File: src/rtl/oofr_pkg.sv
// Shared constants and types for the oversampled optical frame receiver.
package oofr_pkg;

    // Default framing parameters
    localparam int SAMPLES_PER_BIT_DEF = 5;
    localparam int DATA_BITS_DEF       = 4;
    localparam int PREAMBLE_ONES_DEF   = 3;

    // Sample and bus widths
    localparam int SAMPLE_W   = 10;
    localparam int IN_TDATA_W = 16;

    // One thresholded sample handed to the framing core
    typedef struct packed {
        logic step;        // a registered sample is processed this cycle
        logic sample_bit;  // sample read as a one (at or below threshold)
    } oofr_sample_t;

endpackage

File: src/rtl/oversampled_optical_frame_receiver.sv
// Top level of the oversampled optical frame receiver.
// Usage:
//   s_axis carries one light sensor sample per item (tdata[9:0] adc_sample).
//   A sample at or below the threshold register reads as a one. Five samples
//   form one bit window; the receiver realigns its windows, hunts for three or
//   more ones followed by a zero, skips one bit period and then collects four
//   data bits, which leave on m_axis as one item (tdata[3:0] data_word).
//   cfg_valid/cfg_data write the 10-bit threshold; write it only while idle.
// Throughput:
//   One sample item per cycle is accepted while m_axis is not stalled. A
//   sample is thresholded into an input register and then processed by the
//   framing core from that register; its word (if any) is held in an output
//   register that drives m_axis.
// Reset:
//   rst_n clears the threshold to zero, the window state, the preamble hunt
//   and the data collection; no output is pending after reset.
// Stall:
//   While m_axis holds an untaken word, the input register stops advancing
//   and s_axis_tready drops once that register is full.
module oversampled_optical_frame_receiver #(
    parameter int SAMPLES_PER_BIT = oofr_pkg::SAMPLES_PER_BIT_DEF,
    parameter int DATA_BITS       = oofr_pkg::DATA_BITS_DEF,
    parameter int PREAMBLE_ONES   = oofr_pkg::PREAMBLE_ONES_DEF
) (
    input  logic                                 clk,
    input  logic                                 rst_n,
    // config write: threshold
    input  logic                                 cfg_valid,
    output logic                                 cfg_ready,
    input  logic [oofr_pkg::SAMPLE_W-1:0]        cfg_data,
    // sample stream; tdata: [9:0] adc_sample, rest zero
    input  logic                                 s_axis_tvalid,
    output logic                                 s_axis_tready,
    input  logic [oofr_pkg::IN_TDATA_W-1:0]      s_axis_tdata,
    // word stream; tdata: [DATA_BITS-1:0] data_word, rest zero
    output logic                                 m_axis_tvalid,
    input  logic                                 m_axis_tready,
    output logic [((DATA_BITS+7)/8)*8-1:0]       m_axis_tdata
);
    import oofr_pkg::*;

    localparam int OUT_TDATA_W = ((DATA_BITS + 7) / 8) * 8;

    logic [SAMPLE_W-1:0]  thresh_reg;
    logic                 in_valid_reg;
    logic                 in_bit_reg;
    logic                 out_valid_reg;
    logic [DATA_BITS-1:0] out_word_reg;
    logic                 advance;
    oofr_sample_t         smp;
    logic                 word_valid;
    logic [DATA_BITS-1:0] word;

    // Threshold register
    assign cfg_ready = 1'b1;

    always_ff @(posedge clk or negedge rst_n)
    begin
        if (!rst_n)
            thresh_reg <= '0;
        else if (cfg_valid && cfg_ready)
            thresh_reg <= cfg_data;
    end

    // Input register: holds the thresholded sample
    assign advance       = !out_valid_reg || m_axis_tready;
    assign s_axis_tready = !in_valid_reg || advance;

    always_ff @(posedge clk or negedge rst_n)
    begin
        if (!rst_n)
            in_valid_reg <= 1'b0;
        else if (s_axis_tready)
            in_valid_reg <= s_axis_tvalid;
    end

    always_ff @(posedge clk)
    begin
        if (s_axis_tvalid && s_axis_tready)
            in_bit_reg <= (s_axis_tdata[SAMPLE_W-1:0] <= thresh_reg);
    end

    // Framing core
    assign smp.step       = in_valid_reg && advance;
    assign smp.sample_bit = in_bit_reg;

    oofr_core #(
        .SAMPLES_PER_BIT (SAMPLES_PER_BIT),
        .DATA_BITS       (DATA_BITS),
        .PREAMBLE_ONES   (PREAMBLE_ONES)
    ) u_core (
        .clk        (clk),
        .rst_n      (rst_n),
        .smp        (smp),
        .word_valid (word_valid),
        .word       (word)
    );

    // Output register
    always_ff @(posedge clk or negedge rst_n)
    begin
        if (!rst_n)
            out_valid_reg <= 1'b0;
        else if (smp.step)
            out_valid_reg <= word_valid;
        else if (m_axis_tready)
            out_valid_reg <= 1'b0;
    end

    always_ff @(posedge clk)
    begin
        if (smp.step && word_valid)
            out_word_reg <= word;
    end

    assign m_axis_tvalid = out_valid_reg;
    assign m_axis_tdata  = OUT_TDATA_W'(out_word_reg);

    // Checks
    a_ready_when_empty: assert property (@(posedge clk) disable iff (!rst_n)
        !out_valid_reg |-> s_axis_tready)
        else $error("input stalled with empty output register");

    a_word_from_sample: assert property (@(posedge clk) disable iff (!rst_n)
        $rose(m_axis_tvalid) |-> $past(in_valid_reg))
        else $error("word produced without a processed sample");

    a_stall_cause: assert property (@(posedge clk) disable iff (!rst_n)
        (in_valid_reg && !s_axis_tready) |-> (out_valid_reg && !m_axis_tready))
        else $error("input stalled without output backpressure");

endmodule

File: src/rtl/oofr_core.sv
// Bit window alignment, preamble hunt and data word assembly.
module oofr_core #(
    parameter int SAMPLES_PER_BIT = oofr_pkg::SAMPLES_PER_BIT_DEF,
    parameter int DATA_BITS       = oofr_pkg::DATA_BITS_DEF,
    parameter int PREAMBLE_ONES   = oofr_pkg::PREAMBLE_ONES_DEF
) (
    input  logic                   clk,
    input  logic                   rst_n,
    input  oofr_pkg::oofr_sample_t smp,
    output logic                   word_valid,
    output logic [DATA_BITS-1:0]   word
);
    import oofr_pkg::*;

    localparam int ALLOWED = (SAMPLES_PER_BIT - 1) / 2;
    localparam int MID     = SAMPLES_PER_BIT / 2;
    localparam int IDX_W   = $clog2(SAMPLES_PER_BIT);
    localparam int SKIP_W  = $clog2(SAMPLES_PER_BIT + ALLOWED + 1);
    localparam int PRE_W   = $clog2(PREAMBLE_ONES + 1);
    localparam int CNT_W   = $clog2(DATA_BITS + 1);

    // Receive phase codes
    localparam logic PHASE_HUNT = 1'b0;
    localparam logic PHASE_DATA = 1'b1;

    logic [SAMPLES_PER_BIT-1:0] win_reg, win_next, win_full;
    logic [IDX_W-1:0]           idx_reg, idx_next;
    logic [SKIP_W-1:0]          skip_reg, skip_next;
    logic [PRE_W-1:0]           pre_reg, pre_next;
    logic                       phase_reg, phase_next;
    logic [DATA_BITS-1:0]       shift_reg, shift_next;
    logic [CNT_W-1:0]           cnt_reg, cnt_next, cnt_inc;
    logic [DATA_BITS:0]         shift_ins;
    logic                       win_done, cur_bit, enter_data;
    logic [IDX_W-1:0]           lead_k, trail_k;
    logic                       lead_run, trail_run;

    // Window with the current sample dropped in at its slot
    always_comb
    begin
        for (int i = 0; i < SAMPLES_PER_BIT; i++)
        begin
            win_full[i] = (idx_reg == IDX_W'(i)) ? smp.sample_bit : win_reg[i];
        end
    end

    assign win_done  = (idx_reg == IDX_W'(SAMPLES_PER_BIT - 1));
    assign cur_bit   = win_full[MID];
    assign shift_ins = {shift_reg, cur_bit};
    assign cnt_inc   = cnt_reg + CNT_W'(1);

    // Leading and trailing samples that disagree with the window's bit
    always_comb
    begin
        lead_k    = '0;
        trail_k   = '0;
        lead_run  = 1'b1;
        trail_run = 1'b1;
        for (int j = 0; j < ALLOWED; j++)
        begin
            if (lead_run && (win_full[j] != cur_bit))
                lead_k = lead_k + IDX_W'(1);
            else
                lead_run = 1'b0;
            if (trail_run && (win_full[SAMPLES_PER_BIT-1-j] != cur_bit))
                trail_k = trail_k + IDX_W'(1);
            else
                trail_run = 1'b0;
        end
    end

    // Next state for one processed sample
    always_comb
    begin
        win_next   = win_reg;
        idx_next   = idx_reg;
        skip_next  = skip_reg;
        pre_next   = pre_reg;
        phase_next = phase_reg;
        shift_next = shift_reg;
        cnt_next   = cnt_reg;
        enter_data = 1'b0;
        word_valid = 1'b0;
        word       = shift_ins[DATA_BITS-1:0];

        if (smp.step)
        begin
            if (skip_reg != '0)
            begin
                skip_next = skip_reg - SKIP_W'(1);
            end
            else if (!win_done)
            begin
                win_next = win_full;
                idx_next = idx_reg + IDX_W'(1);
            end
            else
            begin
                // framing on the completed bit
                if (phase_reg == PHASE_HUNT)
                begin
                    if (cur_bit)
                    begin
                        if (pre_reg < PRE_W'(PREAMBLE_ONES))
                            pre_next = pre_reg + PRE_W'(1);
                    end
                    else if (pre_reg >= PRE_W'(PREAMBLE_ONES))
                    begin
                        phase_next = PHASE_DATA;
                        shift_next = '0;
                        cnt_next   = '0;
                        pre_next   = '0;
                        enter_data = 1'b1;
                    end
                    else
                    begin
                        pre_next = '0;
                    end
                end
                else
                begin
                    shift_next = shift_ins[DATA_BITS-1:0];
                    cnt_next   = cnt_inc;
                    if (cnt_inc >= CNT_W'(DATA_BITS))
                    begin
                        word_valid = 1'b1;
                        phase_next = PHASE_HUNT;
                        pre_next   = '0;
                        cnt_next   = '0;
                    end
                end

                // phase alignment of the next window
                win_next = win_full;
                if (win_full[0] != cur_bit)
                begin
                    idx_next  = '0;
                    skip_next = SKIP_W'(lead_k);
                end
                else
                begin
                    // reused trailing samples all read as the inverse bit
                    for (int i = 0; i < ALLOWED; i++)
                    begin
                        if (IDX_W'(i) < trail_k)
                            win_next[i] = ~cur_bit;
                    end
                    idx_next  = trail_k;
                    skip_next = '0;
                end
                if (enter_data)
                    skip_next = skip_next + SKIP_W'(SAMPLES_PER_BIT);
            end
        end
    end

    // State registers
    always_ff @(posedge clk or negedge rst_n)
    begin
        if (!rst_n)
        begin
            win_reg   <= '0;
            idx_reg   <= '0;
            skip_reg  <= '0;
            pre_reg   <= '0;
            phase_reg <= PHASE_HUNT;
            shift_reg <= '0;
            cnt_reg   <= '0;
        end
        else
        begin
            win_reg   <= win_next;
            idx_reg   <= idx_next;
            skip_reg  <= skip_next;
            pre_reg   <= pre_next;
            phase_reg <= phase_next;
            shift_reg <= shift_next;
            cnt_reg   <= cnt_next;
        end
    end

endmodule
File: config.mk
export PLATFORM = sky130hd
export DESIGN_NAME = oversampled_optical_frame_receiver
export DESIGN_NICKNAME = d
export VERILOG_FILES = /design/src/rtl/oofr_pkg.sv /design/src/rtl/oversampled_optical_frame_receiver.sv /design/src/rtl/oofr_core.sv
export SDC_FILE = /design/constraint.sdc
export NUM_CORES = 1
export LEC_CHECK = 0
export BUFFER_PORTS_ARGS = -buffer_cell sky130_fd_sc_hd__buf_2
export CORE_ASPECT_RATIO = 1.2
export CORE_MARGIN = 4
export CORE_UTILIZATION = 35
export DETAILED_ROUTE_END_ITERATION = 7
export GPL_ROUTABILITY_DRIVEN = 0
export PLACE_DENSITY_LB_ADDON = 0.12
export SYNTH_ARGS = -nofsm -noshare
export SYNTH_HDL_FRONTEND = slang
export SYNTH_SLANG_ARGS = --single-unit
File: constraint.sdc
create_clock -name clk -period 1.9 [get_ports clk]
set_input_delay 0.19 -clock clk [delete_from_list [all_inputs] [get_ports clk]]
set_output_delay 0.19 -clock clk [all_outputs]
set_load 0.05 [all_outputs]
==> reports/qor.txt <==
Fin crit share = 0.9596
Setup violators final = 0
Final ANT Viol Nets = 0
Cell taking the most area after synthesis = dfrtp_1
Critical Path Fanout Max = 3
Ys flop type = dfrtp_1
Hold WC Path Type = input pin to register
TritonCTS clock tree = yes
YS warnings = 0
Mapped Cells = 209
Syn Std Cell Area = 2062 um2
Initial core utilization = 0.3614
FFs w/ async S/R, synth = 0.8611
F_max = 548.5 MHz
Slew margin rel. = 0.5232
Power per Cell Area = 989.9 nW/um2
Post-synth EDFFs = 5
Post-synth top area share = 0.3762
Clk Latency, worst-skew pair = 0.28 ns
Root Driver = clkbuf_8
Part of the Yosys area used for sequential elements = 0.4490
Global-route wire length before repair = 7072 um
CTS Buf Count = 5
Row count = 30
DR vias/cell = 4.665
Top cells by count, synth = dfrtp_1, nand2_1, ha_1
Nets = 306
Worst-path clk slew = 0.07 ns
Static leakage = 1.170 nW
Slew @ Worst Pin = 0.7152 ns
Top-Level Pins = 42
Final Worst Setup Slack = 0.07681 ns
Final Max Tran Viols = 0
GRT Total Usage = 0.1252
Area Overhead vs Synth = 22.09%
RSZ-0062 raised after global routing = no
Worst setup path endpoint = u_core.win_reg[1]
Setup TNS = 0 ns
Hold Vio Cnt, Final = 0
Deepest clock path buffer count = 2
Layout cells sized above 1 = 0.2802
CP startpoint = u_core.idx_reg[0]
Syn Area/Cell = 9.866 um2
Crit path launch type = register
Vias in the first global route = 1549
Total grt overflow = 0
Pin count of the biggest net entering global routing = 32
DRC viols = 0
Worst Path Arrival = 2.03 ns
Max reg flops = 10
Die width = 78.07 um
CP Capture Type = register
Max_cap viols = 0
Reg area = 927.1 um2
Antenna violations before repair = 0
DR iter-0 viols = 51
Sink Count = 36
Die H = 92.08 um
Core ar. = 5705 um2
Clock skew = 0.003953 ns
Routed length per placed instance = 12.34 um
FILL cells = 599
Reg-to-reg critical path startpoint = u_core.idx_reg[0]
Routed WL = 4159 um
FF+latch count, synth = 36
I/O Buffers = 30
Fin crit period = 1.823 ns
Top-count cell post-synth = dfrtp_1
WS Path Type = register to register
Htree depth = 2
Inserted Diodes = 0
Drt pass-1 iters = 4
Peak VDD IR = 0.3584 mV
DP Wirelength = 3124 um
Status = finished, final reports clean
Setup Slack @ Placement = 0.01505 ns
Dpl cells = 326
R2R Setup Slk = 0.08 ns
Required @ worst endpoint = 2.10 ns
Detailed-route via count = 1572
Area of the multi-input gates = 1066 um2
Worst R2R Path Depth = 7
Die Area = 7188 um2
Yosys cell types = 48
Synth top area cells = dfrtp_1, ha_1, edfxtp_1
Final cell count without fillers = 337
Reg2reg end = u_core.win_reg[1]
-- placed cells by master, fill, tap and decap left out, types with 4 or more instances in the layout --
master and n:
inv_2 5, buf_4 14, nor2_1 10, o21ai_0 16, nand2b_1 5, a31oi_1 6
nand3_1 6, buf_2 30, and2_1 4, ha_1 17, nand2_1 20, inv_1 13
conb_1 5, dfrtp_1 30, clkbuf_8 5, edfxtp_1 5, a21oi_1 10
-- cell type report --
type | instances | share of cell area
clock inverter | 1 | 0.001491
clock buffer | 7 | 0.03032
sequential | 36 | 0.3683
tap | 80 | 0.03976
timing repair buffer | 46 | 0.1098
multi-input combinational | 149 | 0.4235
inverter | 18 | 0.02684
-- how the worst min path moves through the flow --
stage	start	end	slack, ns	cells past startpoint
2_1_floorplan	rst_n	in_valid_reg	-0.11	0
3_3_place_gp	rst_n	u_core.idx_reg[2]	0.31	1
3_5_place_dp	rst_n	u_core.idx_reg[0]	0.31	1
4_1_cts	s_axis_tvalid	in_valid_reg	0.1	2
5_1_grt	s_axis_tvalid	in_valid_reg	0.10	2
6_report	s_axis_tvalid	in_valid_reg	0.11	2
-- routing by layer --
metal  vias to the layer above  wire length (um)  GRT usage
li1                        811                 -          -
met1                       735              1833     0.1540
met2                        21              2110     0.2086
met3                         5               165    0.03242
met4                         0                49    0.04810
met5                         -                 0          0
-- through the flow --
step                  util  cell area [um2]  hold WS [ns]  power [W]
global route        0.4412             2517        0.1039   0.002696
detailed placement  0.4160             2374        0.3087   0.001915
CTS                 0.4351             2482       0.09658   0.002456
floorplan                -             2079       -0.1056   0.001634
finish              0.4412             2517        0.1071   0.002492
global placement    0.4160             2374        0.3089   0.001908
-- logic make-up after synthesis --
family | share of synthesized area
other | 0.003642
muxes | 0.03823
AOI/OAI and AO/OA | 0.1535
DFF | 0.4490
xor gates and xnor gates | 0.008497
buffers and inverters | 0.05886
adders and majority gates | 0.1153
and+or+nand+nor | 0.1730
-- report_power, final --
group          switching (W)  leakage, nW  internal [W]  total, W
combinational       0.000494        0.708      0.000449  0.000943
clock               0.000260       0.0399      0.000255  0.000515
sequential          0.000117        0.422      0.000917   0.00103
-- what timing repair did --
item | CTS | global route
pin swaps | 0 | 2
resized for setup | 1 | 11
hold endpoints to repair | 26 | 0
hold buffers | 1 | 0
buffers inserted | 2 | 0
setup endpoints to repair | 1 | 10
-- critical path, stage by stage, from the launching register on --
cell and delay (ns):
dfrtp_1 0.39, buf_4 0.15, ha_1 0.19, ha_1 0.23, mux2i_2 0.28, xnor2_1 0.21
o21ai_2 0.11, o22ai_1 0.18
Power figures use the tool's default switching activity.
